<file path="src/bps_pkg.sv">
// shared constants, stage map and arithmetic helpers for the ball point sampler
package bps_pkg;

    localparam int RAND_BITS = 16;
    localparam int MAG_W     = 24;
    localparam int SCL_W     = 32;
    localparam int PT_W      = 17;

    // pipeline stage map
    localparam int ST_MAP    = 0;
    localparam int ST_SQ     = 1;
    localparam int SQRT_STG  = 12;
    localparam int NORM_STG  = 2 + SQRT_STG;
    localparam int ST_CBRT0  = 1;
    localparam int CBRT_STG  = 16;
    localparam int CBRT_ALL  = CBRT_STG + 1;
    localparam int ST_SCL    = ST_CBRT0 + CBRT_STG;
    localparam int ST_DIV0   = ST_SQ + NORM_STG;
    localparam int DIV_STG   = 16;
    localparam int ST_MUL    = ST_DIV0 + DIV_STG;
    localparam int ST_OUT    = ST_MUL + 1;
    localparam int NSTG      = ST_OUT + 1;

    localparam logic [RAND_BITS-1:0] WORD_FULL  = '1;
    localparam logic [MAG_W-1:0]     MAG_FLOOR  = 24'd839;
    localparam logic [15:0]          RADIUS_RST = 16'd18432;
    localparam logic [18:0]          OUT_LIMIT  = 19'd65535;

    typedef struct packed {
        logic        neg;
        logic [15:0] mag;
    } t_lane;

    typedef struct packed {
        logic [25:0] rem;
        logic [23:0] res;
    } t_sqst;

    // floor(n / 131070) for the word mapping, n = value * 2^16 + 65535
    function automatic logic [15:0] div_map(input logic [32:0] n);
        logic [15:0] q0;
        logic [17:0] r;
        q0 = n[32:17];
        r  = {1'b0, n[16:0]} + {1'b0, q0, 1'b0};
        return (r >= 18'd131070) ? q0 + 16'd1 : q0;
    endfunction

    // one root digit of the square root
    function automatic t_sqst sqrt_step(input t_sqst st, input logic [1:0] dig);
        logic [27:0] r2;
        logic [27:0] trial;
        t_sqst       o;
        r2    = {st.rem, dig};
        trial = {2'b00, st.res, 2'b01};
        if (r2 >= trial) begin
            r2    = r2 - trial;
            o.res = {st.res[22:0], 1'b1};
        end else begin
            o.res = {st.res[22:0], 1'b0};
        end
        o.rem = r2[25:0];
        return o;
    endfunction

    // digit d (from the top) of s * 2^16
    function automatic logic [1:0] sqrt_digit(input logic [31:0] s, input int d);
        logic [31:0] t;
        t = '0;
        if (d < 16) begin
            t = s >> (30 - 2 * d);
        end
        return t[1:0];
    endfunction

endpackage

</file>
<file path="src/bps_div.sv">
// direction component: pipelined restoring divide, one quotient bit per stage
module bps_div (
    input  logic                         i_clk,
    input  logic [bps_pkg::DIV_STG-1:0]  i_en,
    input  logic [15:0]                  i_ax,
    input  logic [bps_pkg::MAG_W-1:0]    i_mag,
    output logic [15:0]                  o_q
);
    import bps_pkg::*;

    logic [24:0] r_rem [DIV_STG];
    logic [24:0] r_d   [DIV_STG];
    logic [15:0] r_low [DIV_STG];
    logic [15:0] r_q   [DIV_STG];

    for (genvar k = 0; k < DIV_STG; k++) begin : g_div
        logic [24:0] w_rem;
        logic [24:0] w_d;
        logic [15:0] w_low;
        logic [15:0] w_q;
        logic [25:0] t;
        logic        take;
        if (k == 0) begin : g_first
            assign w_rem = {1'b0, i_ax, i_mag[23:16]};
            assign w_d   = {i_mag, 1'b0};
            assign w_low = i_mag[15:0];
            assign w_q   = '0;
        end else begin : g_next
            assign w_rem = r_rem[k-1];
            assign w_d   = r_d[k-1];
            assign w_low = r_low[k-1];
            assign w_q   = r_q[k-1];
        end
        always_comb begin
            t    = {w_rem, w_low[15]};
            take = t >= {1'b0, w_d};
            if (take) begin
                t = t - {1'b0, w_d};
            end
        end
        always_ff @(posedge i_clk) begin
            if (i_en[k]) begin
                r_rem[k] <= t[24:0];
                r_d[k]   <= w_d;
                r_low[k] <= {w_low[14:0], 1'b0};
                r_q[k]   <= {w_q[14:0], take};
            end
        end
    end

    assign o_q = r_q[DIV_STG-1];
endmodule

</file>
<file path="config.mk">
export PLATFORM = sky130hd
export DESIGN_NAME = bps_div
export DESIGN_NICKNAME = d
export VERILOG_FILES = /design/src/bps_pkg.sv /design/src/bps_div.sv
export SDC_FILE = /design/constraint.sdc
export NUM_CORES = 2
export LEC_CHECK = 0
export ABC_AREA = 1
export BUFFER_PORTS_ARGS = -buffer_cell sky130_fd_sc_hd__buf_2
export CORE_ASPECT_RATIO = 1.25
export CORE_MARGIN = 2
export CORE_UTILIZATION = 40
export CTS_CLUSTER_DIAMETER = 100
export CTS_CLUSTER_SIZE = 24
export DETAILED_ROUTE_END_ITERATION = 6
export PLACE_DENSITY_LB_ADDON = 0.3
export SETUP_SLACK_MARGIN = 0.1
export SYNTH_ARGS = -nofsm -noshare
export SYNTH_HDL_FRONTEND = slang
export SYNTH_SLANG_ARGS = --single-unit
</file>
<file path="constraint.sdc">
create_clock -name i_clk -period 4.4 [get_ports i_clk]
set_input_delay 1.32 -clock i_clk [delete_from_list [all_inputs] [get_ports i_clk]]
set_output_delay 1.32 -clock i_clk [all_outputs]
set_load 0.005 [all_outputs]
</file>
==> flow_summary_export.csv <==
group,metric,value,unit
run_status,status,"complete, no violations",
pwr,power_density,624,mW/mm²
synth,synth_ff_type,"edfxtp_1",
setup_path,worstSetupPathType,"reg -> reg",
timing,finalClockSkew,45.7,ps
grt,grt_max_degree,64,
cts,cts_max_level,2,
layout,final_layout_size_suffix_gt1_frac,0.0385,
cts,path_clk_slew,100,ps
setup_path,crit_path_start,"r_d[1][74]$_DFFE_PP_",
timing,setup_tns,0,ps
timing,min_period,3240,ps
timing,hold_viol,0,
floorplan,io_pins,73,
timing,slew_violations,0,
setup_path,cp.arrival,3770,ps
pwr,power.leakage,33.8,nW
pwr,peakVddDrop,0.334,mV
grt,grt_pass1_vias,48840,
setup_path,path_max_fanout,25,
routing,wl,180,mm
layout,final.fill_count,15349,
worst_hold_path,min_path_type,"reg -> reg",
grt,grt_remaining_overflow,0,
cts,numClockSinks,856,
setup_path,endpoint_kind,"flop",
layout,num-nets-final,8674,
synth,netlist_top_cells_count,"nand2_1, inv_1, edfxtp_1, nand4_1, nor2_1",
floorplan,chipWidth,352,µm
run,maxCapViolCount,0,
synth,synth-edff-count,856,
synth,synth.avg_cell_area,7.41,µm²
cts,clock_latency,690,ps
synth,syn_nets,8609,
timing,worst_pin_slew,969,ps
floorplan,core.rowCount,159,
cts,cts_setup_buffers,0,
setup_path,start_kind,"flop",
routing,drc,0,
timing,setup_viol,0,
synth,synth_top_area_frac,0.425,
floorplan,dieHeight,439,µm
setup_path,rrSetupSlack,1160,ps
synth,ys_top_cells_by_area,"edfxtp_1, nand2_1, inv_1, ha_1, nand4_1",
timing,rsz0062_at_grt,"false",
routing,drt_iter0_markers,3903,
cts,cts_buffer_depth,3,
worst_hold_path,whs_endpoint,"r_q[1][25]$_DFFE_PP_",
synth,yosys_register_bits,856,
synth,synth_top_area_cell,"edfxtp_1",
cts,cts_tree,"yes",
timing,fin_ws,1160,ps
routing,via_count,50897,
floorplan,core,0.150,mm²
setup_path,r2r-end,"r_rem[1][76]$_DFFE_PP_",
synth,synth_area,0.0605,mm²
synth,synth_async_sr_flop_share,0,
synth,synthDistinctLibCells,40,
worst_hold_path,holdPathStages,0,
synth,yosysWarnings,0,
setup_path,cp_data_required_time,4930,ps
floorplan,die_area,0.154,mm²
routing,ant_nets,0,
pwr,p_total,40.2,mW
timing,slew_headroom,0.354,
cts,cts_resized,0,
floorplan,initial_core_util,0.402,
routing,wire_per_inst,17.6,µm
layout,area_growth,6.65,%
placed_design,port_buffers,72,
layout,post-route-util,0.429,
synth,postSynthCellCount,8154,
placed_design,pre_cts_ws,672,ps
cts,clockRootBuffer,"clkbuf_16",
routing,first_pass_iters,6,
placed_design,hpwl,146,mm
grt,antenna_found_initial,2,
routing,via_per_inst,4.96,
synth,synth_most_common_cell,"nand2_1",
placed_design,place_congestion,0.956,
layout,stdcell_count,10256,
grt,groute.usage.overall,0.231,
placed_design,dp_cells,10182,
cts,cts_buffers,47,
worst_hold_path,min_from,"r_q[1][8]$_DFFE_PP_",
synth,yosysSeqAreaShare,0.425,
setup_path,r2r_cells,10,
timing,max_freq,309,MHz
timing,finalCritPeriodShare,0.736,
cts,cts-hold-fix-buffers,0,
setup_path,reg2reg_from,"r_d[1][74]$_DFFE_PP_",
grt,grt_pass1_wl,277,mm
## how the worst max path moves through the flow
stage	endpoint	slack, ps
3_5_place_dp	r_rem[0][21]$_DFFE_PP_	670
2_1_floorplan	r_rem[0][22]$_DFFE_PP_	1310
4_1_cts	r_rem[0][199]$_DFFE_PP_	1290
3_3_place_gp	r_rem[0][21]$_DFFE_PP_	620
6_report	r_rem[1][76]$_DFFE_PP_	1160
5_1_grt	r_rem[1][79]$_DFFE_PP_	960
## worst max-delay path, cell delays in order (launching register included)
cell and delay (ps):
edfxtp_1 420, inv_1 60, ha_1 290, inv_1 70
nor2_1 390, nand2_1 120, nor2_2 260, nand3_2 560
nand3_2 670, nand2_1 120, nand2_1 100
## layout make-up
type	count	area, µm²	area share
well taps	2012	2520	0.0390
repair buffers	134	838	0.0130
diodes	2	5.00	0.0000776
multi-input cells	5449	27500	0.426
clock buffers	48	1180	0.0183
flip-flops and latches	856	25700	0.399
inverters	1731	6500	0.101
clock inverters	24	239	0.00371
## cells by family after synthesis
group                      synth area share
adders and majority gates            0.0842
xor gates and xnor gates             0.0223
DFF                                   0.425
buffers and inverters                 0.120
and+or+nand+nor                       0.327
AOI/OAI and AO/OA                    0.0208
## cell usage in the layout (no fill, tap or decap), types with 25 or more instances in the layout
| master | n |
|---|---|
| a21oi_1 | 167 |
| buf_2 | 72 |
| buf_4 | 61 |
| clkbuf_16 | 47 |
| edfxtp_1 | 856 |
| ha_1 | 383 |
| inv_1 | 1730 |
| nand2_1 | 3281 |
| nand3_1 | 403 |
| nand3_2 | 25 |
| nand4_1 | 439 |
| nor2_1 | 420 |
| nor2_2 | 46 |
| xor2_1 | 140 |
## metal layers
metal | vias to the layer above | wire length (µm) | track usage
li1 | 25780 | - | -
met2 | 1350 | 87600 | 0.405
met5 | - | 0 | 0
met1 | 23435 | 76500 | 0.291
met3 | 332 | 7550 | 0.0189
met4 | 0 | 8510 | 0.0982
## sequential cells by signal, indices dropped and copies added, names as in the netlist
| register | cells |
|---|---|
| r_rem | 375 |
| r_d | 240 |
| r_q | 136 |
| r_low | 105 |
## report_power, final
| group | total (mW) | switching [mW] | leakage, nW | internal [mW] |
|---|---|---|---|---|
| clock network | 4.89 | 2.87 | 0.689 | 2.02 |
| registers | 13.6 | 1.65 | 8.42 | 12.0 |
| logic | 21.7 | 14.6 | 24.7 | 7.07 |
## stage by stage
stage,hold WS [ps],area [µm²]
5_1_grt,427,64500
4_1_cts,410,64500
2_1_floorplan,400,60500
3_5_place_dp,405,63000
3_3_place_gp,400,63000
6_report,409,64500
(Power assumes the default switching activity.)
