===== src/bps_pkg.sv =====
// shared constants, stage map and arithmetic helpers for the ball point sampler
package bps_pkg;

    localparam int RAND_BITS = 16;
    localparam int MAG_W     = 24;
    localparam int SCL_W     = 32;
    localparam int PT_W      = 17;

    // pipeline stage map
    localparam int ST_MAP    = 0;
    localparam int ST_SQ     = 1;
    localparam int SQRT_STG  = 12;
    localparam int NORM_STG  = 2 + SQRT_STG;
    localparam int ST_CBRT0  = 1;
    localparam int CBRT_STG  = 16;
    localparam int CBRT_ALL  = CBRT_STG + 1;
    localparam int ST_SCL    = ST_CBRT0 + CBRT_STG;
    localparam int ST_DIV0   = ST_SQ + NORM_STG;
    localparam int DIV_STG   = 16;
    localparam int ST_MUL    = ST_DIV0 + DIV_STG;
    localparam int ST_OUT    = ST_MUL + 1;
    localparam int NSTG      = ST_OUT + 1;

    localparam logic [RAND_BITS-1:0] WORD_FULL  = '1;
    localparam logic [MAG_W-1:0]     MAG_FLOOR  = 24'd839;
    localparam logic [15:0]          RADIUS_RST = 16'd18432;
    localparam logic [18:0]          OUT_LIMIT  = 19'd65535;

    typedef struct packed {
        logic        neg;
        logic [15:0] mag;
    } t_lane;

    typedef struct packed {
        logic [25:0] rem;
        logic [23:0] res;
    } t_sqst;

    // floor(n / 131070) for the word mapping, n = value * 2^16 + 65535
    function automatic logic [15:0] div_map(input logic [32:0] n);
        logic [15:0] q0;
        logic [17:0] r;
        q0 = n[32:17];
        r  = {1'b0, n[16:0]} + {1'b0, q0, 1'b0};
        return (r >= 18'd131070) ? q0 + 16'd1 : q0;
    endfunction

    // one root digit of the square root
    function automatic t_sqst sqrt_step(input t_sqst st, input logic [1:0] dig);
        logic [27:0] r2;
        logic [27:0] trial;
        t_sqst       o;
        r2    = {st.rem, dig};
        trial = {2'b00, st.res, 2'b01};
        if (r2 >= trial) begin
            r2    = r2 - trial;
            o.res = {st.res[22:0], 1'b1};
        end else begin
            o.res = {st.res[22:0], 1'b0};
        end
        o.rem = r2[25:0];
        return o;
    endfunction

    // digit d (from the top) of s * 2^16
    function automatic logic [1:0] sqrt_digit(input logic [31:0] s, input int d);
        logic [31:0] t;
        t = '0;
        if (d < 16) begin
            t = s >> (30 - 2 * d);
        end
        return t[1:0];
    endfunction

endpackage


===== src/bps_norm.sv =====
// vector length: squares, sum and a pipelined square root, floored
module bps_norm (
    input  logic                          i_clk,
    input  logic [bps_pkg::NORM_STG-1:0]  i_en,
    input  logic [15:0]                   i_x,
    input  logic [15:0]                   i_y,
    input  logic [15:0]                   i_z,
    output logic [bps_pkg::MAG_W-1:0]     o_mag
);
    import bps_pkg::*;

    logic [30:0] r_sq [3];
    logic [31:0] r_s;
    t_sqst       r_st [SQRT_STG];
    logic [31:0] r_sv [SQRT_STG];

    always_ff @(posedge i_clk) begin
        if (i_en[0]) begin
            r_sq[0] <= 31'({16'b0, i_x} * {16'b0, i_x});
            r_sq[1] <= 31'({16'b0, i_y} * {16'b0, i_y});
            r_sq[2] <= 31'({16'b0, i_z} * {16'b0, i_z});
        end
        if (i_en[1]) begin
            r_s <= 32'(r_sq[0]) + 32'(r_sq[1]) + 32'(r_sq[2]);
        end
    end

    for (genvar k = 0; k < SQRT_STG; k++) begin : g_sqrt
        t_sqst       w_in;
        t_sqst       w_mid;
        t_sqst       n_st;
        logic [31:0] w_s;
        if (k == 0) begin : g_first
            assign w_in = '0;
            assign w_s  = r_s;
        end else begin : g_next
            assign w_in = r_st[k-1];
            assign w_s  = r_sv[k-1];
        end
        always_comb begin
            w_mid = sqrt_step(w_in, sqrt_digit(w_s, 2 * k));
            n_st  = sqrt_step(w_mid, sqrt_digit(w_s, 2 * k + 1));
        end
        always_ff @(posedge i_clk) begin
            if (i_en[k+2]) begin
                r_st[k] <= n_st;
                r_sv[k] <= w_s;
            end
        end
    end

    assign o_mag = (r_st[SQRT_STG-1].res < MAG_FLOOR) ? MAG_FLOOR : r_st[SQRT_STG-1].res;
endmodule


===== config.mk =====
export PLATFORM = sky130hd
export DESIGN_NAME = bps_norm
export DESIGN_NICKNAME = d
export VERILOG_FILES = /design/src/bps_pkg.sv /design/src/bps_norm.sv
export SDC_FILE = /design/constraint.sdc
export NUM_CORES = 2
export LEC_CHECK = 0
export ABC_CLOCK_PERIOD_IN_PS = 8300
export BUFFER_PORTS_ARGS = -buffer_cell sky130_fd_sc_hd__buf_2
export CAP_MARGIN = 20
export CORE_AREA = 2 2 468 470
export CTS_CLUSTER_DIAMETER = 200
export CTS_CLUSTER_SIZE = 30
export DETAILED_ROUTE_END_ITERATION = 6
export DIE_AREA = 0 0 470 472
export SETUP_SLACK_MARGIN = 0.1
export SLEW_MARGIN = 20
export SYNTH_ARGS = -nofsm -noshare
export SYNTH_HDL_FRONTEND = slang
export SYNTH_SLANG_ARGS = --single-unit
export TNS_END_PERCENT = 5

===== constraint.sdc =====
create_clock -name i_clk -period 8.3 [get_ports i_clk]
set_clock_uncertainty 0.15 [all_clocks]
set_input_delay 1.245 -clock i_clk [delete_from_list [all_inputs] [get_ports i_clk]]
set_output_delay 1.245 -clock i_clk [all_outputs]
set_load 0.05 [all_outputs]

==> results.py <==
metrics = {
    "outcome": {
        "status": "finished, final reports clean",
    },
    "logic_synthesis": {
        "synth-edff-count": 658,
        "synth_ff_type": "edfxtp_1",
        "ys_ff_latch": 658,
        "async_reset_ff_frac": 0,
        "yosysWarnings": 0,
        "syn_inst": 6642,
        "syn_area_um2": 64800,
        "synth-seq-area-share": 0.305,
        "syn_avg_cell_area_um2": 9.75,
        "ys_types": 94,
    },
    "clocking": {
        "cts_made_buffers": 26,
        "post_cts_resized": 0,
        "cts_tree": "built",
        "postCtsSetupRepairBufs": 0,
        "cts.clk_slew.worst_paths_ns": 0.12,
        "cts.sinks": 658,
        "holdBufCountCts": 0,
        "clk_latency_ns": 0.65,
        "clockBufferDepth": 3,
        "h-tree-depth": 1,
        "cts_root_buf": "clkbuf_16",
    },
    "detailed_routing": {
        "wl_met2_um": 73200,
        "top_layer": "met5",
        "drc": 0,
        "vias": 46000,
        "first_pass_iters": 5,
        "drt_iter0_drc": 2891,
        "post_drt_wl_per_cell_um": 15.6,
        "totalWireLength_um": 149000,
        "wl_met1_um": 66100,
        "drtAntennaViolNets": 0,
        "dr_wl_met3_um": 5590,
        "avgViaCountPerCell": 4.83,
    },
    "setup_path": {
        "critPathSlowestCell": "fa_1",
        "criticalPathCategory": "in -> reg",
        "critPathBufInv": 6,
        "path_delay_family": "adder cells",
        "reg2reg_setup_slack_ns": 1.13,
        "cp_slowest_stage_delay_ns": 0.55,
        "worstSetupEndpointType": "flop",
        "timing.rr.start": "r_st[2][25]",
        "required_ns": 8.56,
        "arrival_ns": 7.79,
        "start_kind": "input port",
        "reg2reg_depth": 26,
        "reg2reg_to": "r_st[2][94]",
        "crit_fanout": 14,
    },
    "timing": {
        "fin_ws_ns": 0.772,
        "period_share": 0.907,
        "fin_crit_ns": 7.53,
        "setup_viol": 0,
        "fmax_mhz": 133,
        "worstMarginPinSlew_ns": 1.06,
        "max_slew_margin": 0.290,
        "setup_tns_ns": 0,
        "rsz0062_at_grt": "false",
        "hold_violations": 0,
        "hold_ws_ns": 0.272,
        "finalMaxSlewViolations": 0,
    },
    "power": {
        "power_mw": 27.3,
        "power_density_nw_per_um2": 393,
        "p_seq_frac": 0.236,
        "peakVddDrop_uv": 429,
        "p_comb_frac": 0.706,
        "swShare": 0.466,
        "p_leak_nw": 30.5,
        "p_int_mw": 14.6,
        "power.switching_mw": 12.7,
        "power_frac_clock": 0.059,
    },
    "place": {
        "place_congestion": 0.882,
        "dp_hpwl_um": 124000,
        "io_buffers": 86,
        "dp.cells": 9487,
        "placed_cell_area_um2": 68700,
        "pre_cts_ws_ns": 0.0754,
    },
    "grt": {
        "grt_pass1_vias": 47100,
        "grt_max_degree": 79,
        "grt_overflow_total": 0,
        "grt_first_pass_wirelength_um": 243000,
        "grt_usage": 0.132,
        "antenna_found_initial": 9,
    },
    "finish": {
        "fin_cells": 9519,
        "fin_nets": 7872,
        "layout-drive-gt1-share": 0.0474,
        "synthToLayoutAreaGrowth_pct": 7.12,
        "final_area_um2": 69400,
        "utilization": 0.321,
    },
    "die": {
        "fp.dieH_um": 472,
        "rows": 171,
        "ios": 87,
        "fp.dieArea_um2": 222000,
        "die_w_um": 470,
        "start_util": 0.299,
        "core-area_um2": 217000,
    },
    "min_path": {
        "min_path_cells": 0,
        "hold_path_class": "reg -> reg",
        "holdPathEnd": "r_sv[4][4]",
        "hold_path.startpoint": "r_sv[3][4]",
    },
    "job": {
        "maxCapViolCount": 0,
    },
}
==> cell usage after synthesis (136+ instances only) <==
library cell	instances	share of area
inv_1	982	0.057
nand2_1	532	0.031
o21ai_0	262	0.020
ha_1	621	0.12
nor2_1	430	0.025
fa_1	526	0.16
nor3_1	136	0.011
a21oi_1	354	0.027
clkbuf_1	142	0.0082
xnor2_1	325	0.044
xor2_1	197	0.027
and2_1	190	0.018
a21o_1	144	0.017
edfxtp_1	658	0.30
==> worst max-delay path by stage <==
| stage | startpoint | endpoint | cells after the start | slack, ns |
|---|---|---|---|---|
| 6_report | i_z[0] | r_sq[0][92] | 26 | 0.77 |
| 5_1_grt | i_z[0] | r_sq[0][92] | 26 | 0.32 |
| 4_1_cts | i_z[12] | r_sq[0][92] | 26 | 0.79 |
| 3_5_place_dp | i_z[12] | r_sq[0][92] | 26 | 0.08 |
| 3_3_place_gp | i_z[12] | r_sq[0][92] | 26 | 0.13 |
| 2_1_floorplan | i_z[1] | r_sq[0][92] | 25 | 0.39 |
==> power groups by stage <==
stage                     clock network [mW]  logic (mW)  registers, mW
after floorplan                            0        14.8           6.12
after global placement                     0        19.0           6.49
after detailed placement                   0        19.2           6.51
after CTS                               1.67        19.4           6.43
after global routing                    1.77        21.9           6.53
final                                   1.60        19.3           6.42
==> flip-flops by register name, indices dropped and copies added, names as in the netlist <==
| name | cells |
|---|---|
| g_sqrt.w_s | 32 |
| r_sq | 90 |
| r_st | 424 |
| r_sv | 112 |
==> routing by layer <==
metal  global-route usage  up-vias
li1                     -    22600
met1                0.168    22300
met2                0.237      852
met3               0.0144      167
met4               0.0315        8
met5                    0        -
==> layout by cell type (no fill, tap or decap), types with 190 or more instances in the layout <==
cell type	count
and2_1	190
inv_1	982
edfxtp_1	658
fa_1	526
xor2_1	197
o21ai_0	262
nor2_1	428
a21oi_1	354
xnor2_1	325
nand2_1	532
ha_1	621
==> cells by family (layout without fill, tap and decap cells) <==
logic type / count (synthesis) / in the layout / synth area share
XOR/XNOR: 523 / 523 / 0.0710
flip-flops: 658 / 658 / 0.305
multiplexers: 67 / 67 / 0.0114
buffers and inverters: 1155 / 1173 / 0.0673
other: 2 / 7 / 0.000116
adder cells (fa/ha/maj): 1147 / 1147 / 0.282
AO/OA/AOI/OAI: 1196 / 1196 / 0.118
AND/OR/NAND/NOR: 1894 / 1894 / 0.145
==> cell type report <==
cell class	instances	area, um2
sequential	658	19800
fill	22200	147000
inverter	990	3720
tap	2854	3570
clock inverter	4	52.6
clock buffer	26	651
antenna	1	2.50
multi-input combinational	4833	40700
timing repair buffer	153	942
Power figures use the tool's default switching activity.
