### config.mk
export PLATFORM = sky130hd
export DESIGN_NAME = bps_scale
export DESIGN_NICKNAME = d
export VERILOG_FILES = /design/src/bps_pkg.sv /design/src/bps_scale.sv
export SDC_FILE = /design/constraint.sdc
export NUM_CORES = 1
export LEC_CHECK = 0
export BUFFER_PORTS_ARGS = -buffer_cell sky130_fd_sc_hd__buf_4
export CAP_MARGIN = 20
export CORE_MARGIN = 10
export CORE_UTILIZATION = 25
export DETAILED_ROUTE_END_ITERATION = 16
export GPL_TIMING_DRIVEN = 0
export HOLD_SLACK_MARGIN = 0.06
export PLACE_DENSITY = 0.43
export SLEW_MARGIN = 20
export SYNTH_ARGS = -nofsm -noshare
export SYNTH_HDL_FRONTEND = slang
export SYNTH_SLANG_ARGS = --single-unit
export TNS_END_PERCENT = 50
### constraint.sdc
create_clock -name i_clk -period 6.8 [get_ports i_clk]
set_input_delay 1.02 -clock i_clk [delete_from_list [all_inputs] [get_ports i_clk]]
set_output_delay 1.02 -clock i_clk [all_outputs]
set_load 0.03 [all_outputs]
### src/bps_pkg.sv
// shared constants, stage map and arithmetic helpers for the ball point sampler
package bps_pkg;

    localparam int RAND_BITS = 16;
    localparam int MAG_W     = 24;
    localparam int SCL_W     = 32;
    localparam int PT_W      = 17;

    // pipeline stage map
    localparam int ST_MAP    = 0;
    localparam int ST_SQ     = 1;
    localparam int SQRT_STG  = 12;
    localparam int NORM_STG  = 2 + SQRT_STG;
    localparam int ST_CBRT0  = 1;
    localparam int CBRT_STG  = 16;
    localparam int CBRT_ALL  = CBRT_STG + 1;
    localparam int ST_SCL    = ST_CBRT0 + CBRT_STG;
    localparam int ST_DIV0   = ST_SQ + NORM_STG;
    localparam int DIV_STG   = 16;
    localparam int ST_MUL    = ST_DIV0 + DIV_STG;
    localparam int ST_OUT    = ST_MUL + 1;
    localparam int NSTG      = ST_OUT + 1;

    localparam logic [RAND_BITS-1:0] WORD_FULL  = '1;
    localparam logic [MAG_W-1:0]     MAG_FLOOR  = 24'd839;
    localparam logic [15:0]          RADIUS_RST = 16'd18432;
    localparam logic [18:0]          OUT_LIMIT  = 19'd65535;

    typedef struct packed {
        logic        neg;
        logic [15:0] mag;
    } t_lane;

    typedef struct packed {
        logic [25:0] rem;
        logic [23:0] res;
    } t_sqst;

    // floor(n / 131070) for the word mapping, n = value * 2^16 + 65535
    function automatic logic [15:0] div_map(input logic [32:0] n);
        logic [15:0] q0;
        logic [17:0] r;
        q0 = n[32:17];
        r  = {1'b0, n[16:0]} + {1'b0, q0, 1'b0};
        return (r >= 18'd131070) ? q0 + 16'd1 : q0;
    endfunction

    // one root digit of the square root
    function automatic t_sqst sqrt_step(input t_sqst st, input logic [1:0] dig);
        logic [27:0] r2;
        logic [27:0] trial;
        t_sqst       o;
        r2    = {st.rem, dig};
        trial = {2'b00, st.res, 2'b01};
        if (r2 >= trial) begin
            r2    = r2 - trial;
            o.res = {st.res[22:0], 1'b1};
        end else begin
            o.res = {st.res[22:0], 1'b0};
        end
        o.rem = r2[25:0];
        return o;
    endfunction

    // digit d (from the top) of s * 2^16
    function automatic logic [1:0] sqrt_digit(input logic [31:0] s, input int d);
        logic [31:0] t;
        t = '0;
        if (d < 16) begin
            t = s >> (30 - 2 * d);
        end
        return t[1:0];
    endfunction

endpackage

### src/bps_scale.sv
// output lane: direction times scale, rounding, sign and clamp
module bps_scale (
    input  logic                       i_clk,
    input  logic [1:0]                 i_en,
    input  logic [15:0]                i_q,
    input  logic [bps_pkg::SCL_W-1:0]  i_scale,
    input  logic                       i_neg,
    output logic [bps_pkg::PT_W-1:0]   o_point
);
    import bps_pkg::*;

    logic [47:0]     r_prod;
    logic            r_neg;
    logic [PT_W-1:0] r_pt;
    logic [48:0]     w_sum;
    logic [18:0]     w_p;
    logic [PT_W-1:0] w_mag;

    always_comb begin
        w_sum = {1'b0, r_prod} + (49'd1 << 29);
        w_p   = w_sum[48:30];
        w_mag = (w_p > OUT_LIMIT) ? PT_W'(OUT_LIMIT) : w_p[PT_W-1:0];
    end

    always_ff @(posedge i_clk) begin
        if (i_en[0]) begin
            r_prod <= i_q * i_scale;
            r_neg  <= i_neg;
        end
        if (i_en[1]) begin
            r_pt <= r_neg ? -w_mag : w_mag;
        end
    end

    assign o_point = r_pt;
endmodule

==> parameters.txt <==
Parameter                              Value

Synthesis
  Yosys warning count    0
  Number of enable-type register cells in the synthesized netlist    37
  Library cell occupying the most area in the post-synthesis netlist    sky130_fd_sc_hd__fa_1
  Post-Syn Nets    2523
  Most used DFF post-synth    sky130_fd_sc_hd__edfxtp_1
  Cell types occupying the most area after synthesis    sky130_fd_sc_hd__fa_1, sky130_fd_sc_hd__inv_1, sky130_fd_sc_hd__ha_1, sky130_fd_sc_hd__and2_1, sky130_fd_sc_hd__nand2_1
  Gate count after technology mapping    ~1900
  Post-synthesis register bit count    37
  Proportion of synthesized chip area in sequential cells    roughly 6.4%
  Mean cell area of the mapped netlist    9.01 um^2
  Yosys top cell area share    47.9%
  Proportion of register bits with asynchronous set or reset after synthesis    0%
  Area of the mapped netlist    approximately 17000 um^2
  Count of unique library cells instantiated by Yosys    66

Floorplanning
  Die area    roughly 81000 um^2
  Number of rows in the core area    96
  Die span in y    284 um
  Top-level port count    69
  Starting density of the core    25.3%
  Horiz. Die Dim    284 um
  Core Region    68800 um^2

Timing
  Smallest setup slack after layout    around 130 ps
  Pins Over Slew Limit    0
  Worst slew slack as a fraction of its limit    47.5%
  Final Cycle Share    98.1%
  Achievable clock frequency    0.150 GHz
  RSZ-0062 raised after global routing    yes
  Final setup violation count    0
  Number of endpoints with negative hold slack in the final report    0
  Max Clock Skew    approximately 6.6 ps
  Tmin final    6670 ps
  Transition time of the tightest slew-check pin    779 ps
  Tightest hold margin    approximately 690 ps

Clock tree
  Clock latency reported for the late side of the worst-skew pair    around 280 ps
  CTS tree    yes
  Number of buffers on the longest clock path    2
  Clock H-tree levels    2
  Root Buffer Master    sky130_fd_sc_hd__clkbuf_16
  CTS sink cnt    37
  Number of buffers inserted during clock tree synthesis    5
  Hold buffer count at cts    0
  Clock-pin slew of the registers on the worst-case setup and hold paths    roughly 60 ps

Route
  Per-cell via count in the routed design    4.32
  Number of DRC violations after detailed routing    0
  Number of vias after detailed routing    ~13000
  Number of antenna-violating nets in the routed design    0
  Drt initial violations    760
  Total wirelength of the detailed-routed design    around 57000 um
  1st-pass router iterations    5
  DR WL/cell    a little under 20 um

Global routing
  Via count of the first global-routing pass    between 10000 and 15000
  Global-route total usage across every layer    14.2%
  First-pass GRT wire length    roughly 90000 um
  Number of antenna violations at the first check in global routing    1
  Global route overflow    0
  Maximum number of pins on one net before global-route repair    21

Finish
  Share of the core filled with cells    between 20% and 30%
  Area growth from synthesis to layout    18.1%
  Antenna fix cells    0
  Fin nets    around 2600
  Share of final-layout standard cells stronger than drive strength 1    12.6%
  Count of filler cells inserted in the layout    7265
  Number of non-filler instances in the completed layout    between 2000 and 3000
  Most common cell after layout, fill and taps aside    sky130_fd_sc_hd__inv_1
  Highest-count cells in the layout ignoring fill and taps    sky130_fd_sc_hd__inv_1, sky130_fd_sc_hd__fa_1, sky130_fd_sc_hd__nand2_1

Worst hold path
  Hold crit path type    reg -> reg

Setup path
  Data arrival time of the worst path    ~6700 ps
  Crit path launch type    primary input
  Critical Path Fanout Max    10
  Most prevalent standard cell on the critical path    sky130_fd_sc_hd__fa_1
  Crit-path leading delay family    adder cells
  Critical path start-end classification    in -> reg
  Critical Path Sink Type    flop
  Data required, critical path    ~6800 ps
  Crit path max-delay cell type    sky130_fd_sc_hd__fa_1
  WP buf/inv    6
  Critical path cell sequence    buf_4, clkbuf_8, and2_1, fa_1, inv_1, fa_1, fa_1, inv_1, fa_1, fa_1, inv_1, fa_1, inv_1, ha_1, a21oi_1, o21ai_2, nor2_2, o2111ai_4, a31oi_4, a211o_1, a211oi_1, or3_1
  Maximum cell stage delay along the critical path    between 500 and 600 ps

Placement
  Count of buffers inserted at the top-level ports    68
  Cell total after placement    2934
  HPWL reported at the end of detailed placement    approximately 47000 um
  Placer congestion estimate    about 0.88
  Post-Place Worst Slack    -1630 ps

Run status
  Status    complete, no violations

Flow run
  Max-cap violations    0
==> Yosys cell counts, types with 2 or more instances <==
library cell / instances
sky130_fd_sc_hd__o22ai_1: 2
sky130_fd_sc_hd__and4_1: 3
sky130_fd_sc_hd__mux2i_1: 2
sky130_fd_sc_hd__ha_1: 119
sky130_fd_sc_hd__a21o_1: 22
sky130_fd_sc_hd__a311oi_1: 2
sky130_fd_sc_hd__a21oi_1: 35
sky130_fd_sc_hd__a221oi_1: 2
sky130_fd_sc_hd__xnor2_1: 25
sky130_fd_sc_hd__or3_1: 2
sky130_fd_sc_hd__o21bai_1: 2
sky130_fd_sc_hd__nand2_1: 338
sky130_fd_sc_hd__a211oi_1: 7
sky130_fd_sc_hd__nor2_1: 32
sky130_fd_sc_hd__nand4_1: 13
sky130_fd_sc_hd__o21ai_0: 17
sky130_fd_sc_hd__and2_1: 211
sky130_fd_sc_hd__and3_1: 5
sky130_fd_sc_hd__a211o_1: 2
sky130_fd_sc_hd__o211ai_1: 4
sky130_fd_sc_hd__xor2_1: 15
sky130_fd_sc_hd__clkbuf_1: 85
sky130_fd_sc_hd__a31oi_1: 7
sky130_fd_sc_hd__edfxtp_1: 37
sky130_fd_sc_hd__a22oi_1: 4
sky130_fd_sc_hd__inv_1: 459
sky130_fd_sc_hd__nand3_2: 2
sky130_fd_sc_hd__o41ai_1: 2
sky130_fd_sc_hd__fa_1: 417
sky130_fd_sc_hd__nor4_1: 2
sky130_fd_sc_hd__nor3_1: 5
sky130_fd_sc_hd__nor2b_1: 4
sky130_fd_sc_hd__o21ba_2: 2
sky130_fd_sc_hd__mux2_2: 2
sky130_fd_sc_hd__nand2b_1: 4
sky130_fd_sc_hd__nand3_1: 12
sky130_fd_sc_hd__a21boi_0: 2
==> routing by layer <==
| metal | vias up | wire, um | GRT usage (%) |
|---|---|---|---|
| met1 | 6528 | 26200 | 19.7 |
| met5 | - | 8 | 0 |
| met3 | 39 | 2830 | 1.80 |
| met2 | 323 | 27100 | 23.7 |
| met4 | 2 | 1110 | 2.10 |
| li1 | 5885 | - | - |
==> area by class of cell <==
class / instances / area (um^2) / share of cell area [%]
well taps: 931 / 1160 / 5.66
multi-input cells: 1352 / 14700 / 71.5
repair buffers: 88 / 739 / 3.59
plain buffers: 80 / 970 / 4.71
flip-flops and latches: 37 / 1110 / 5.40
clock inverters: 2 / 33.8 / 0.164
clock buffers: 6 / 129 / 0.626
inverters: 459 / 1720 / 8.37
==> state kept, by name, summed over array words and instances, names as in the netlist <==
| register | flops |
|---|---|
| o_point | 17 |
| r_prod | 19 |
| r_neg | 1 |
==> through the flow <==
stage	area [um^2]	TNS, ps
after global routing	20600	-151
after detailed placement	19100	-21720
final	20600	0
after floorplan	17400	0
after global placement	19100	-20980
after CTS	20000	0
==> timing repair <==
| action | in CTS | in global routing |
|---|---|---|
| pin swaps | 16 | 50 |
| endpoints found under the hold margin | 0 | 0 |
| buffers inserted | 5 | 13 |
| gates resized for setup | 210 | 159 |
| cloned | 1 | 1 |
| endpoints found under the setup margin | 19 | 10 |
==> path summary, 6_finish.rpt <==
path                            slack [ps]  cells past startpoint                     to                 start
worst min register to register         690                      1   o_point[0]$_DFFE_PP_  r_prod[47]$_DFFE_PP_
worst min-delay path                   690                      1   o_point[0]$_DFFE_PP_  r_prod[47]$_DFFE_PP_
worst max-delay path                   130                     22   r_prod[46]$_DFFE_PP_                i_q[5]
worst max register to register        2490                     13  o_point[16]$_DFFE_PP_  r_prod[32]$_DFFE_PP_
==> kinds of logic (layout without fill, tap and decap cells) <==
kind of cell,Yosys count,count (layout),synth area share [%]
adders and majority gates,536,536,56.4
xor gates and xnor gates,40,40,2.01
muxes,5,5,0.330
AOI/OAI and AO/OA,125,125,4.87
and+or+nand+nor,646,646,18.2
DFF,37,37,6.37
buffers and inverters,546,635,11.8
Power is left out: the tool's default activity adds up to more than one toggle a clock period on the data nets, which glitch-free logic cannot reach.
