`config.mk`:
```
export PLATFORM = sky130hd
export DESIGN_NAME = bps_cbrt
export DESIGN_NICKNAME = d
export VERILOG_FILES = /design/src/bps_pkg.sv /design/src/bps_cbrt.sv
export SDC_FILE = /design/constraint.sdc
export NUM_CORES = 2
export LEC_CHECK = 0
export ABC_AREA = 1
export ABC_CLOCK_PERIOD_IN_PS = 17700
export BUFFER_PORTS_ARGS = -buffer_cell sky130_fd_sc_hd__clkbuf_2
export CELL_PAD_IN_SITES_DETAIL_PLACEMENT = 1
export CELL_PAD_IN_SITES_GLOBAL_PLACEMENT = 1
export CORE_MARGIN = 5
export CORE_UTILIZATION = 55
export DETAILED_ROUTE_END_ITERATION = 16
export PLACE_DENSITY = 0.88
export SYNTH_ARGS = -nofsm -noshare
export SYNTH_HDL_FRONTEND = slang
export SYNTH_SLANG_ARGS = --single-unit
```
`constraint.sdc`:
```
create_clock -name i_clk -period 17.7 [get_ports i_clk]
set_clock_uncertainty 0.15 [all_clocks]
set_input_delay 2.655 -clock i_clk [delete_from_list [all_inputs] [get_ports i_clk]]
set_output_delay 2.655 -clock i_clk [all_outputs]
set_load 0.1 [all_outputs]
```
`src/bps_pkg.sv`:
```
// shared constants, stage map and arithmetic helpers for the ball point sampler
package bps_pkg;

    localparam int RAND_BITS = 16;
    localparam int MAG_W     = 24;
    localparam int SCL_W     = 32;
    localparam int PT_W      = 17;

    // pipeline stage map
    localparam int ST_MAP    = 0;
    localparam int ST_SQ     = 1;
    localparam int SQRT_STG  = 12;
    localparam int NORM_STG  = 2 + SQRT_STG;
    localparam int ST_CBRT0  = 1;
    localparam int CBRT_STG  = 16;
    localparam int CBRT_ALL  = CBRT_STG + 1;
    localparam int ST_SCL    = ST_CBRT0 + CBRT_STG;
    localparam int ST_DIV0   = ST_SQ + NORM_STG;
    localparam int DIV_STG   = 16;
    localparam int ST_MUL    = ST_DIV0 + DIV_STG;
    localparam int ST_OUT    = ST_MUL + 1;
    localparam int NSTG      = ST_OUT + 1;

    localparam logic [RAND_BITS-1:0] WORD_FULL  = '1;
    localparam logic [MAG_W-1:0]     MAG_FLOOR  = 24'd839;
    localparam logic [15:0]          RADIUS_RST = 16'd18432;
    localparam logic [18:0]          OUT_LIMIT  = 19'd65535;

    typedef struct packed {
        logic        neg;
        logic [15:0] mag;
    } t_lane;

    typedef struct packed {
        logic [25:0] rem;
        logic [23:0] res;
    } t_sqst;

    // floor(n / 131070) for the word mapping, n = value * 2^16 + 65535
    function automatic logic [15:0] div_map(input logic [32:0] n);
        logic [15:0] q0;
        logic [17:0] r;
        q0 = n[32:17];
        r  = {1'b0, n[16:0]} + {1'b0, q0, 1'b0};
        return (r >= 18'd131070) ? q0 + 16'd1 : q0;
    endfunction

    // one root digit of the square root
    function automatic t_sqst sqrt_step(input t_sqst st, input logic [1:0] dig);
        logic [27:0] r2;
        logic [27:0] trial;
        t_sqst       o;
        r2    = {st.rem, dig};
        trial = {2'b00, st.res, 2'b01};
        if (r2 >= trial) begin
            r2    = r2 - trial;
            o.res = {st.res[22:0], 1'b1};
        end else begin
            o.res = {st.res[22:0], 1'b0};
        end
        o.rem = r2[25:0];
        return o;
    endfunction

    // digit d (from the top) of s * 2^16
    function automatic logic [1:0] sqrt_digit(input logic [31:0] s, input int d);
        logic [31:0] t;
        t = '0;
        if (d < 16) begin
            t = s >> (30 - 2 * d);
        end
        return t[1:0];
    endfunction

endpackage

```
`src/bps_cbrt.sv`:
```
// radial scale: pipelined cube root of u, then times the radius
module bps_cbrt (
    input  logic                          i_clk,
    input  logic [bps_pkg::CBRT_ALL-1:0]  i_en,
    input  logic [15:0]                   i_u,
    input  logic [15:0]                   i_radius,
    output logic [bps_pkg::SCL_W-1:0]     o_scale
);
    import bps_pkg::*;

    logic [15:0]      r_r  [CBRT_STG];
    logic [31:0]      r_r2 [CBRT_STG];
    logic [49:0]      r_r3 [CBRT_STG];
    logic [15:0]      r_uu [CBRT_STG];
    logic [SCL_W-1:0] r_scale;

    for (genvar k = 0; k < CBRT_STG; k++) begin : g_cbrt
        localparam int B = CBRT_STG - 1 - k;
        logic [15:0] w_r;
        logic [31:0] w_r2;
        logic [49:0] w_r3;
        logic [15:0] w_u;
        logic [15:0] c1;
        logic [31:0] c2;
        logic [49:0] c3;
        logic [49:0] t2;
        logic [49:0] t1;
        logic [49:0] v;
        if (k == 0) begin : g_first
            assign w_r  = '0;
            assign w_r2 = '0;
            assign w_r3 = '0;
            assign w_u  = i_u;
        end else begin : g_next
            assign w_r  = r_r[k-1];
            assign w_r2 = r_r2[k-1];
            assign w_r3 = r_r3[k-1];
            assign w_u  = r_uu[k-1];
        end
        always_comb begin
            c1 = w_r | (16'd1 << B);
            c2 = w_r2 + (32'(w_r) << (B + 1)) + (32'd1 << (2 * B));
            t2 = 50'(w_r2) << B;
            t1 = 50'(w_r) << (2 * B);
            c3 = w_r3 + t2 + (t2 << 1) + t1 + (t1 << 1) + (50'd1 << (3 * B));
            v  = 50'(w_u) << 30;
        end
        always_ff @(posedge i_clk) begin
            if (i_en[k]) begin
                r_uu[k] <= w_u;
                if (c3 <= v) begin
                    r_r[k]  <= c1;
                    r_r2[k] <= c2;
                    r_r3[k] <= c3;
                end else begin
                    r_r[k]  <= w_r;
                    r_r2[k] <= w_r2;
                    r_r3[k] <= w_r3;
                end
            end
        end
    end

    always_ff @(posedge i_clk) begin
        if (i_en[CBRT_STG]) begin
            r_scale <= r_r[CBRT_STG-1] * i_radius;
        end
    end

    assign o_scale = r_scale;
endmodule

```
==> summary.md <==
| Metric | Value |
|---|---|
| Xor and xnor fraction of the mapped netlist area | `4.69%` |
| Top cell type by total area after synthesis | `sky130_fd_sc_hd__edfxtp_1` |
| Compound-gate portion of the synthesized area | `between 5 and 6%` |
| Synthesized net count | `roughly 12,000` |
| Actual transition at the worst max-transition pin | `about 1200 ps` |
| DRT antenna net count | `0` |
| Unique cell type count in the Yosys netlist | `slightly above 60` |
| Status | `finished, final reports clean` |
| Kind of launch point of the worst setup path | `primary input` |
| Cell Count, Final, Fillers Out | `12,464` |
| Count of synthesis-stage warnings from yosys | `0` |
| Number of DRC violations after detailed routing | `0` |
| Cell area after placement | `roughly 0.09 mm2` |
| End of the worst register-to-register path | `r_r2[1][200]` |
| Critical path start-end classification | `in -> reg` |
| 1st-iter DRT viols | `between 5,000 and 6,000` |
| I/O pin count | `82` |
| Area of the mapped netlist | `0.0895 mm2` |
| Total number of vias | `around 73,000` |
| Number of rows in the core area | `about 150` |
| DIE WIDTH | `413 um` |
| Post-CTS Resized | `0` |
| Cells on worst reg2reg path | `33` |
| Proportion of synthesized area in mux cells | `0%` |
| Cells after Synth | `10,192` |
| Average via count per standard cell | `5.83` |
| Dominant cells by area after synthesis | `sky130_fd_sc_hd__edfxtp_1 (33%), sky130_fd_sc_hd__ha_1 (16%), sky130_fd_sc_hd__fa_1 (13%)` |
| Final estimated routing congestion in global placement | `a little over 0.9` |
| Total core area | `0.162 mm2` |
| Effective utilization at floorplan | `between 50% and 60%` |
| Number of max-cap violations | `0` |
| Pin count of the biggest net entering global routing | `between 90 and 100` |
| Cell chosen for the clock root | `sky130_fd_sc_hd__clkbuf_16` |
| Vias in the first global route | `~80,000` |
| DR pass1 iterations | `5` |
| Maximum root-to-sink buffer count | `3` |
| Number of buffers inserted to repair setup after CTS | `0` |
| Count of port buffers added during placement | `81` |
| Most instantiated flip-flop cell in the synthesis netlist | `sky130_fd_sc_hd__edfxtp_1` |
| Crit. End Element | `register` |
| RR Startpoint | `r_r2[1][174]` |
| Post-layout nets | `around 12,000` |
| Setup violations, final | `0` |
| TritonCTS clock tree | `done` |
| Most numerous cell in the Yosys netlist | `sky130_fd_sc_hd__nand2_1` |
| Synth top area share | `about a third` |
| Initial antenna violation count | `7` |
| Wire length of the first global-routing pass | `approximately 450,000 um` |
| Simple-gate area share of the yosys netlist | `19.0%` |
| Total overflow reported by the global router | `0` |
| Die Area | `0.171 mm2` |
| Final HPWL from detailed placement | `222,000 um` |
| Share of synthesized area occupied by flip-flops and latches | `33.4%` |
| CP Launch Point | `i_radius[9]` |
| Layout cells sized above 1 | `roughly 3.5%` |
| Final Hold Violating Endpoints | `0` |
| Summed negative setup slack over all endpoints | `0 ps` |
| P&R area growth vs syn | `7.15%` |
| CP required | `between 15,000 and 20,000 ps` |
| Dpl cells | `~12,000` |
| Final instance area | `around 0.096 mm2` |
| Filler instances | `~19,000` |
| GR Util All Layers | `around 34%` |
| Register Area | `0.0299 mm2` |
| Adder-Cell Fraction of Synth Area | `between 20% and 30%` |
| Avg Cell Area, Syn | `8.78 um2` |
| Period Utilization, post-route | `between 40 and 50%` |
| Max Transition Viols Final | `0` |
| Async set-or-reset flop fraction in the synthesized netlist | `0%` |
| Wire length reported by the detailed router | `just under 300,000 um` |
| Vertical die dimension | `413 um` |
| Largest fanout of any net on the critical path | `16` |
| Tightest slew margin relative to the limit | `roughly a fifth` |
| Register bit count reported by yosys | `just under 1,000` |
| Unrepaired setup endpoints after global routing | `false` |
| CTS Hold Buffers Added | `0` |
| Crit path capture | `o_scale[29]` |
| Number of enable-type register cells in the synthesized netlist | `a little under 1,000` |
| Inserted Clock Buffers | `about 120` |
| H-tree Lvls | `3` |
| Data arrival time of the worst path | `approximately 8700 ps` |
| Hold Crit Class | `reg -> reg` |
| Reg2reg setup slack | `9540 ps` |
| Worst-Skew Late Latency | `860 ps` |
| Top cells by count, synth | `sky130_fd_sc_hd__nand2_1 (2,740), sky130_fd_sc_hd__inv_1 (1,708), sky130_fd_sc_hd__ha_1 (1,128)` |
| Combinational family with the most area after synthesis | `adder cells` |
| Multi-input gate area in the final layout | `between 0.05 and 0.06 mm2` |
| Achievable frequency | `~120 MHz` |
| Mean routed wirelength per cell | `about 23 um` |
| Clk sinks | `995` |
| Clock slew at reported path FFs | `approximately 70 ps` |
| Clock period minus worst slack | `around 8300 ps` |
[state kept, by name (all words and copies together) (netlist names)]
signal,cells
o_scale,32
r_r3,377
r_uu,240
r_r,135
r_r2,211
[layout make-up]
cell class,count,area share (%)
Multi-Input combinational cell,7250,54.2
Sequential cell,995,31.1
Inverter,1714,6.71
Clock buffer,127,3.07
Tap cell,2175,2.84
Clock inverter,92,1.33
Timing Repair Buffer,109,0.672
Antenna cell,2,0.00522
[worst min path at each step]
| stage | startpoint | to | slack, ps | cells past startpoint |
|---|---|---|---|---|
| floorplan | r_uu[0][9] | r_uu[0][25] | 270 | 0 |
| global placement | r_uu[0][13] | r_uu[0][29] | 280 | 0 |
| detailed placement | r_uu[0][9] | r_uu[0][25] | 280 | 0 |
| finish | r_uu[1][92] | r_uu[1][108] | 240 | 0 |
| global route | r_uu[1][95] | r_uu[1][111] | 240 | 0 |
| CTS | r_uu[1][95] | r_uu[1][111] | 240 | 0 |
[logic make-up (layout without fill, tap and decap cells)]
kind of cell               after synthesis  in the layout
AOI/OAI and AO/OA                      935            935
xor gates and xnor gates               479            479
adders and majority gates             1701           1701
buffers and inverters                 1947           2042
DFF                                    995            995
other                                    0              2
and+or+nand+nor                       4135           4135
[layer usage]
metal / global-route usage [%] / vias up / share of wire, %
met5: 0 / - / 0.016
met4: 16.5 / 8 / 5.7
met3: 4.70 / 950 / 5.1
met2: 60.1 / 2367 / 50
met1: 40.4 / 36338 / 39
li1: - / 33006 / -
[layout by cell type, fill, tap and decap left out, types with 26 or more instances in the layout]
cell type / Yosys / final
sky130_fd_sc_hd__o21ai_0: 216 / 216
sky130_fd_sc_hd__inv_1: 1708 / 1708
sky130_fd_sc_hd__clkbuf_16: 0 / 116
sky130_fd_sc_hd__edfxtp_1: 995 / 995
sky130_fd_sc_hd__buf_4: 19 / 32
sky130_fd_sc_hd__nand3_1: 646 / 646
sky130_fd_sc_hd__a21boi_0: 26 / 26
sky130_fd_sc_hd__ha_1: 1128 / 1128
sky130_fd_sc_hd__clkbuf_2: 0 / 73
sky130_fd_sc_hd__nand4_1: 98 / 98
sky130_fd_sc_hd__xor2_1: 296 / 296
sky130_fd_sc_hd__a21oi_1: 481 / 481
sky130_fd_sc_hd__a21o_1: 43 / 43
sky130_fd_sc_hd__nand2_1: 2740 / 2738
sky130_fd_sc_hd__nor4_1: 29 / 29
sky130_fd_sc_hd__a31oi_1: 44 / 44
sky130_fd_sc_hd__xnor2_1: 183 / 183
sky130_fd_sc_hd__o21bai_1: 42 / 42
sky130_fd_sc_hd__nor3_1: 51 / 51
sky130_fd_sc_hd__nor2_1: 493 / 492
sky130_fd_sc_hd__fa_1: 573 / 573
[worst max-delay path, cell delays in order]
cell	delay, ps
sky130_fd_sc_hd__clkbuf_2	430
sky130_fd_sc_hd__nand2_1	160
sky130_fd_sc_hd__fa_1	590
sky130_fd_sc_hd__inv_1	50
sky130_fd_sc_hd__fa_1	500
sky130_fd_sc_hd__inv_1	50
sky130_fd_sc_hd__fa_1	480
sky130_fd_sc_hd__inv_1	70
sky130_fd_sc_hd__fa_1	540
sky130_fd_sc_hd__inv_1	70
sky130_fd_sc_hd__fa_1	540
sky130_fd_sc_hd__inv_1	60
sky130_fd_sc_hd__fa_1	480
sky130_fd_sc_hd__ha_1	370
sky130_fd_sc_hd__a21o_1	200
sky130_fd_sc_hd__a21oi_1	150
sky130_fd_sc_hd__nand2_1	80
sky130_fd_sc_hd__a31oi_1	330
sky130_fd_sc_hd__inv_1	110
sky130_fd_sc_hd__a21oi_1	260
sky130_fd_sc_hd__o21ai_0	190
sky130_fd_sc_hd__nand2_1	110
sky130_fd_sc_hd__nand2_1	70
sky130_fd_sc_hd__xor2_1	150
[metrics by stage]
stage / utilization [%] / setup slack, ps / hold WS [ps]
2_1_floorplan: - / 9240 / 267
3_3_place_gp: 56.5 / 8730 / 283
3_5_place_dp: 56.5 / 8580 / 281
4_1_cts: 59.1 / 9390 / 237
5_1_grt: 59.1 / 9080 / 242
6_report: 59.1 / 9350 / 237
Power is not shown: default switching activity piles up to over one toggle a cycle in this logic, so the estimate is an artifact.
