--- src/bps_pkg.sv ---
// shared constants, stage map and arithmetic helpers for the ball point sampler
package bps_pkg;

    localparam int RAND_BITS = 16;
    localparam int MAG_W     = 24;
    localparam int SCL_W     = 32;
    localparam int PT_W      = 17;

    // pipeline stage map
    localparam int ST_MAP    = 0;
    localparam int ST_SQ     = 1;
    localparam int SQRT_STG  = 12;
    localparam int NORM_STG  = 2 + SQRT_STG;
    localparam int ST_CBRT0  = 1;
    localparam int CBRT_STG  = 16;
    localparam int CBRT_ALL  = CBRT_STG + 1;
    localparam int ST_SCL    = ST_CBRT0 + CBRT_STG;
    localparam int ST_DIV0   = ST_SQ + NORM_STG;
    localparam int DIV_STG   = 16;
    localparam int ST_MUL    = ST_DIV0 + DIV_STG;
    localparam int ST_OUT    = ST_MUL + 1;
    localparam int NSTG      = ST_OUT + 1;

    localparam logic [RAND_BITS-1:0] WORD_FULL  = '1;
    localparam logic [MAG_W-1:0]     MAG_FLOOR  = 24'd839;
    localparam logic [15:0]          RADIUS_RST = 16'd18432;
    localparam logic [18:0]          OUT_LIMIT  = 19'd65535;

    typedef struct packed {
        logic        neg;
        logic [15:0] mag;
    } t_lane;

    typedef struct packed {
        logic [25:0] rem;
        logic [23:0] res;
    } t_sqst;

    // floor(n / 131070) for the word mapping, n = value * 2^16 + 65535
    function automatic logic [15:0] div_map(input logic [32:0] n);
        logic [15:0] q0;
        logic [17:0] r;
        q0 = n[32:17];
        r  = {1'b0, n[16:0]} + {1'b0, q0, 1'b0};
        return (r >= 18'd131070) ? q0 + 16'd1 : q0;
    endfunction

    // one root digit of the square root
    function automatic t_sqst sqrt_step(input t_sqst st, input logic [1:0] dig);
        logic [27:0] r2;
        logic [27:0] trial;
        t_sqst       o;
        r2    = {st.rem, dig};
        trial = {2'b00, st.res, 2'b01};
        if (r2 >= trial) begin
            r2    = r2 - trial;
            o.res = {st.res[22:0], 1'b1};
        end else begin
            o.res = {st.res[22:0], 1'b0};
        end
        o.rem = r2[25:0];
        return o;
    endfunction

    // digit d (from the top) of s * 2^16
    function automatic logic [1:0] sqrt_digit(input logic [31:0] s, input int d);
        logic [31:0] t;
        t = '0;
        if (d < 16) begin
            t = s >> (30 - 2 * d);
        end
        return t[1:0];
    endfunction

endpackage

--- src/bps_map.sv ---
// input stage: maps the raw random words to q1.15 values
module bps_map (
    input  logic                    i_clk,
    input  logic                    i_en,
    input  logic [63:0]             i_data,
    output logic [15:0]             o_u,
    output bps_pkg::t_lane          o_x,
    output bps_pkg::t_lane          o_y,
    output bps_pkg::t_lane          o_z
);
    import bps_pkg::*;

    logic [15:0] r_u;
    t_lane       r_x, r_y, r_z;
    logic [15:0] n_u;
    t_lane       n_x, n_y, n_z;

    function automatic t_lane map_signed(input logic [15:0] w);
        logic [16:0] twice;
        logic [16:0] m;
        t_lane       o;
        twice = {w, 1'b0};
        o.neg = twice < {1'b0, WORD_FULL};
        m     = o.neg ? ({1'b0, WORD_FULL} - twice) : (twice - {1'b0, WORD_FULL});
        o.mag = div_map({1'b0, m[15:0], WORD_FULL});
        return o;
    endfunction

    always_comb begin
        n_u = div_map({1'b0, i_data[15:0], WORD_FULL});
        n_x = map_signed(i_data[31:16]);
        n_y = map_signed(i_data[47:32]);
        n_z = map_signed(i_data[63:48]);
    end

    always_ff @(posedge i_clk) begin
        if (i_en) begin
            r_u <= n_u;
            r_x <= n_x;
            r_y <= n_y;
            r_z <= n_z;
        end
    end

    assign o_u = r_u;
    assign o_x = r_x;
    assign o_y = r_y;
    assign o_z = r_z;
endmodule

--- config.mk ---
export PLATFORM = sky130hd
export DESIGN_NAME = bps_map
export DESIGN_NICKNAME = d
export VERILOG_FILES = /design/src/bps_pkg.sv /design/src/bps_map.sv
export SDC_FILE = /design/constraint.sdc
export NUM_CORES = 1
export LEC_CHECK = 0
export BUFFER_PORTS_ARGS = -buffer_cell sky130_fd_sc_hd__buf_2
export CORE_ASPECT_RATIO = 1.5
export CORE_UTILIZATION = 45
export CTS_BUF_LIST = sky130_fd_sc_hd__clkbuf_4 sky130_fd_sc_hd__clkbuf_8
export CTS_CLUSTER_DIAMETER = 30
export DETAILED_ROUTE_END_ITERATION = 8
export PLACE_DENSITY = 0.8
export SKIP_LAST_GASP = 1
export SLEW_MARGIN = 5
export SYNTH_ARGS = -nofsm -noshare
export SYNTH_HDL_FRONTEND = slang
export SYNTH_SLANG_ARGS = --single-unit
--- constraint.sdc ---
create_clock -name i_clk -period 2.4 [get_ports i_clk]
set_clock_uncertainty 0.1 [all_clocks]
set_input_delay 0.12 -clock i_clk [delete_from_list [all_inputs] [get_ports i_clk]]
set_output_delay 0.12 -clock i_clk [all_outputs]
set_load 0.005 [all_outputs]
==> results of run 1 <==
## how the worst min path moves through the flow
| stage | start | endpoint | slack (ns) | cells after the start |
|---|---|---|---|---|
| floorplan | i_en | o_u[0] | 0.13 | 0 |
| global placement | i_data[2] | o_u[1] | 0.35 | 2 |
| detailed placement | i_data[2] | o_u[1] | 0.36 | 2 |
| CTS | i_data[46] | o_y[14] | 0.001 | 2 |
| global route | i_data[46] | o_y[14] | 0.02 | 2 |
| finish | i_data[46] | o_y[14] | 0.02 | 2 |
## cell usage after synthesis, types with 2 or more instances
library cell,count
and4_1,2
or2_2,5
or4_1,16
clkbuf_1,24
nand2_1,53
nor2b_1,5
o21a_1,2
buf_1,6
nand2b_1,3
a21oi_1,18
o21ai_0,39
nor3b_1,4
ha_1,8
xor2_1,14
a2bb2oi_1,7
nand4_1,19
nor4_1,7
buf_2,2
edfxtp_1,67
a31oi_1,5
buf_6,2
nand3_1,42
nor3_1,15
a311oi_1,2
and3_1,3
mux2i_1,2
o22ai_1,11
xnor2_1,50
a221oi_2,3
o31ai_1,2
o211ai_1,2
or3_1,11
a22oi_1,5
inv_1,24
nor2_1,23
and2_1,5
## registers in the layout, indices dropped and copies added (netlist names)
signal and cells:
o_y 17, o_z 17, o_u 16, o_x 17
## cells by family after synthesis
family,count (synthesis),synth area share
XOR/XNOR,64,0.1166
AO/OA/AOI/OAI,109,0.1455
flip-flops,67,0.4186
buffers and inverters,60,0.05077
adder cells (fa/ha/maj),8,0.02083
multiplexers,4,0.008852
AND/OR/NAND/NOR,218,0.2387
## stage by stage
stage / cells / setup TNS, ns
6_report: 826 / 0
5_1_grt: 826 / 0
4_1_cts: 826 / 0
3_5_place_dp: 805 / -1.063
3_3_place_gp: 805 / -0.7007
2_1_floorplan: 530 / -0.03179
## cell usage in the layout (no fill, tap or decap), types with 7 or more instances in the layout
cell,count
o21ai_0,39
buf_4,35
nand3_1,42
buf_2,132
nor4_1,7
xor2_1,14
or3_1,11
xnor2_1,50
nand4_1,19
nor3_1,15
a21oi_1,18
nor2_1,23
o22ai_1,11
edfxtp_1,67
clkbuf_8,9
or4_1,16
a2bb2oi_1,7
inv_1,24
nand2_1,53
ha_1,8
## metal layers
metal  vias up  global-route usage
met5         -                   0
met4         0              0.1059
met3        27             0.04426
met2       174              0.3940
met1      2172              0.2457
li1       2267                   -
## area by class of cell
cell class | instances | area [sq um]
clock inverters | 7 | 68.82
multi-input cells | 403 | 2554
inverters | 25 | 93.84
well taps | 141 | 176.4
clock buffers | 9 | 123.9
fillers | 900 | 4205
flip-flops and latches | 67 | 2012
repair buffers | 174 | 1013
## power groups by stage
stage	clock network [mW]	logic [mW]	registers [mW]
detailed placement	0	0.714	1.50
CTS	0.964	0.723	1.47
finish	0.934	0.725	1.47
floorplan	0	0.352	1.51
global route	1.00	0.800	1.48
global placement	0	0.689	1.50
## critical path: stages
cell,delay (ns)
dlygate4sd3_1,0.54
buf_2,0.15
or4_1,0.53
o22ai_1,0.23
nand4_1,0.20
o31a_1,0.28
a21oi_1,0.15
xnor2_1,0.08
==> out/metrics.yaml, run 1 <==
synth:
  synth_cells: 530
  synth_area_leaders: "edfxtp_1, xnor2_1, nand3_1"
  postSynth.asyncResetShare: 0
  synth_edf_count: 67
  synth_cell_type_count: 58
  yosys_warnings: 0
  synth.avg_cell_area_sq_um: 9.068
  ys_ff_latch: 67
  synth_fp_nets: 604
  synth_top_cell_by_area: "edfxtp_1"
  synth_top_cell_area_share: 0.4186
  ys.flop_type: "edfxtp_1"
  synth_area_sq_um: 4806
  yosysSeqAreaShare: 0.4186
grt:
  gr-total-overflow: 0
  grt_max_degree: 68
  track_usage: 0.2195
  grt_pass1_wl_um: 19220
  antenna_found_initial: 0
  grt_pass1_vias: 4248
pwr:
  pwr-share-clk: 0.298
  p_seq_frac: 0.470
  switching_share: 0.2835
  powerDensity_nw_per_um2: 518.0
  netSwitchingPower_mw: 0.8873
  combPwrFrac: 0.232
  p_leak_nw: 2.377
  totalPowerFinal_mw: 3.130
  vdd_drop_max_mv: 0.2656
  p_int_mw: 2.243
worst_setup_path:
  critPathLaunchType: "input pin"
  crit_start: "i_data[25]"
  cp-endpoint: "o_x[14]"
  worstPathRequired_ns: 2.42
  crit_fanout: 5
  setup.worst_path.class: "input pin to register"
  arrival_ns: 2.28
  end_kind: "register"
cts:
  clkSlewWorstSetupHoldPaths_ns: 0.08
  cts-resized-gates: 0
  hold_buffers: 5
  cts_tree: "yes"
  cts_max_level: 3
  clkSinkCount: 67
  cts_buffer_depth: 2
  cts_inserted_buffers: 9
  clockRootBuffer: "clkbuf_8"
  post_cts_buffers: 0
timing:
  worstMarginPinSlew_ns: 0.4725
  hold_slack_ns: 0.02322
  hold_viol_final: 0
  relSlewSlack: 0.6826
  finalCriticalPeriod_ns: 2.263
  worst_slack_ns: 0.1374
  fmax_mhz: 442.0
  grt_setup_unrepaired: "no"
  finalCritPeriodShare: 0.9428
  setup_viol: 0
  slew_violations: 0
floorplanning:
  initial_core_util: 0.4690
  die_w_um: 86.38
  die_y_um: 128.6
  rows: 45
  core_area_sq_um: 10250
  dieArea_sq_um: 11110
  pin_count: 133
cells_and_area:
  antenna_cells: 0
  drive_gt1_frac: 0.2876
  final_area_sq_um: 6042
  area_growth_pct: 25.72
  nNetsFinal: 754
  fin_util: 0.5896
job:
  cap_violations: 0
detailed_routing:
  vias: 4640
  wl_met1_um: 4686
  wl_per_cell_um: 14.58
  wl_um: 12040
  drt_iter0_drc: 277
  highest_layer: "met4"
  vias_per_cell: 5.617
  route.met2.wl_um: 6380
  drcViolationCount: 0
  drtAntennaViolNets: 0
  first_pass_iters: 5
  wl_met3_um: 662
placed_design:
  io_buffers: 132
  placed_area_sq_um: 5799
  dp_hpwl_um: 8992
  place.gp.congestion: 0.8663
  place_ws_ns: -0.1720
run_status:
  status: "complete, no violations"
min_path:
  hold_class: "input pin to register"
Note: power is estimated with default switching activity, not from simulation.
==> inputs of run 2 (changes only) <==
PLACE_DENSITY = 0.77   (was 0.8)
clock period = 2.7 ns   (was 2.4 ns; I/O delays follow)
==> run 2 against run 1 <==
Effect of this change: clock-buffer cell count grew 1; final area is 2.4% lower; combinational power fell by 14%; largest power group unchanged; global-route usage down 0.66 points; core utilization decreased by 1.4 points; critical path type unchanged.
==> out/metrics.yaml, run 2 (synthesis gave the netlist of run 1 again) <==
run_status:
  status: "complete, no violations"
cts:
  hold_buffers: 0  # -5
  cts_max_level: 3  # unchanged
  clkSlewWorstSetupHoldPaths_ns: 0.07  # about the same
  post_cts_buffers: 0  # unchanged
  cts_tree: "yes"
  cts-resized-gates: 0  # unchanged
  clkSinkCount: 67  # unchanged
  clockRootBuffer: "clkbuf_8"
  cts_inserted_buffers: 9  # unchanged
  cts_buffer_depth: 2  # unchanged
grt:
  track_usage: 0.2130  # -0.006565
  antenna_found_initial: 1  # +1
  grt_max_degree: 28  # -59%
  gr-total-overflow: 0  # unchanged
  grt_pass1_wl_um: 18620  # -3.1%
  grt_pass1_vias: 4111  # -3.2%
floorplanning:
  pin_count: 133  # unchanged
  initial_core_util: 0.4690  # unchanged
  rows: 45  # unchanged
  dieArea_sq_um: 11110  # unchanged
  core_area_sq_um: 10250  # unchanged
  die_w_um: 86.38  # unchanged
  die_y_um: 128.6  # unchanged
detailed_routing:
  vias_per_cell: 5.623  # about the same
  drt_iter0_drc: 269  # -2.9%
  wl_per_cell_um: 14.30  # -1.9%
  wl_um: 11550  # -4.1%
  vias: 4543  # -2.1%
  first_pass_iters: 7  # +2
  drtAntennaViolNets: 0  # unchanged
  drcViolationCount: 0  # unchanged
placed_design:
  io_buffers: 132  # unchanged
  dp_hpwl_um: 8956  # -0.40%
  place.gp.congestion: 0.8977  # +3.6%
  place_ws_ns: 0.05656  # +0.2286 ns
  placed_area_sq_um: 5677  # -2.1%
cells_and_area:
  fillers: 947  # +5.2%
  nNetsFinal: 736  # -2.4%
  area_growth_pct: 22.70
  drive_gt1_frac: 0.2774  # -0.01023
  antenna_cells: 0  # unchanged
  final_cell_mix: "buf_2, edfxtp_1, nand2_1"
  final_area_sq_um: 5897  # -2.4%
  layout_commonest_cell: "buf_2"
timing:
  grt_setup_unrepaired: "no"
  relSlewSlack: 0.6846  # +0.001979
  worst_slack_ns: 0.4274  # +0.2901 ns
  tns_ns: 0  # unchanged
  finalCritPeriodShare: 0.8417
  hold_viol_final: 0  # unchanged
  fmax_mhz: 440.0
  setup_viol: 0  # unchanged
  worstMarginPinSlew_ns: 0.4731  # +0.0006659 ns
  finalCriticalPeriod_ns: 2.273
  slew_violations: 0  # unchanged
  hold_slack_ns: 0.04078  # +0.01755 ns
min_path:
  hold_class: "input pin to register"
  hp-start: "i_data[21]"
  hold_depth: 2  # unchanged
  hold_path_end: "o_x[5]"
pwr:
  totalPowerFinal_mw: 2.854  # -8.8%
  vdd_drop_max_mv: 0.2811  # +5.8%
  p_leak_nw: 2.293  # -3.5%
  powerDensity_nw_per_um2: 483.9  # -6.6%
worst_setup_path:
  critPathLaunchType: "input pin"
  end_kind: "register"
  arrival_ns: 2.28  # about the same
  setup.worst_path.class: "input pin to register"
  crit_fanout: 7  # +2
  worstPathRequired_ns: 2.71  # +0.29 ns
job:
  cap_violations: 0  # unchanged
run 2: area by class of cell:
cell class,count,area (sq um),area share
Clock buffer,10,131.4,0.02228
Timing Repair Buffer,156,840.8,0.1426
Sequential cell,67,2012,0.3412
Multi-Input combinational cell,403,2554,0.4331
Clock inverter,6,88.84,0.01506
Tap cell,141,176.4,0.02992
Inverter,25,93.84,0.01591
run 2: per-stage QoR:
step | util | std cells
after floorplan | - | 530
after global placement | 0.5540 | 792
after detailed placement | 0.5540 | 792
after CTS | 0.5755 | 808
after global routing | 0.5755 | 808
final | 0.5755 | 808
run 2: power by group:
| group | switching, mW | internal (mW) |
|---|---|---|
| Clock | 0.396 | 0.531 |
| Combinational | 0.349 | 0.272 |
| Sequential | 0.0251 | 1.28 |
| Total | 0.771 | 2.08 |
run 2: worst max-delay path by stage:
stage,endpoint,cells after the start,from,slack [ns]
after floorplan,o_u[1],7,i_data[5],0.21
after global placement,o_u[6],8,i_data[8],0.11
after detailed placement,o_u[1],7,i_data[8],0.06
after CTS,o_u[1],7,i_data[8],0.45
after global routing,o_u[1],8,i_data[6],0.28
final,o_u[6],8,i_data[8],0.43
run 2: routing by layer:
layer	routed length, um	GRT usage	part of all wire	up-vias
li1	-	-	-	2226
met1	4573	0.2358	0.40	2158
met2	6092	0.3814	0.53	131
met3	618	0.05131	0.053	26
met4	259	0.09804	0.022	2
met5	8	0	0.00069	-
run 2: critical path: stages:
cell      delay (ns)
buf_2           0.14
or4_4           0.54
or4b_1          0.49
o21bai_1        0.17
a21o_1          0.27
buf_4           0.18
a311oi_1        0.28
nand2_1         0.08
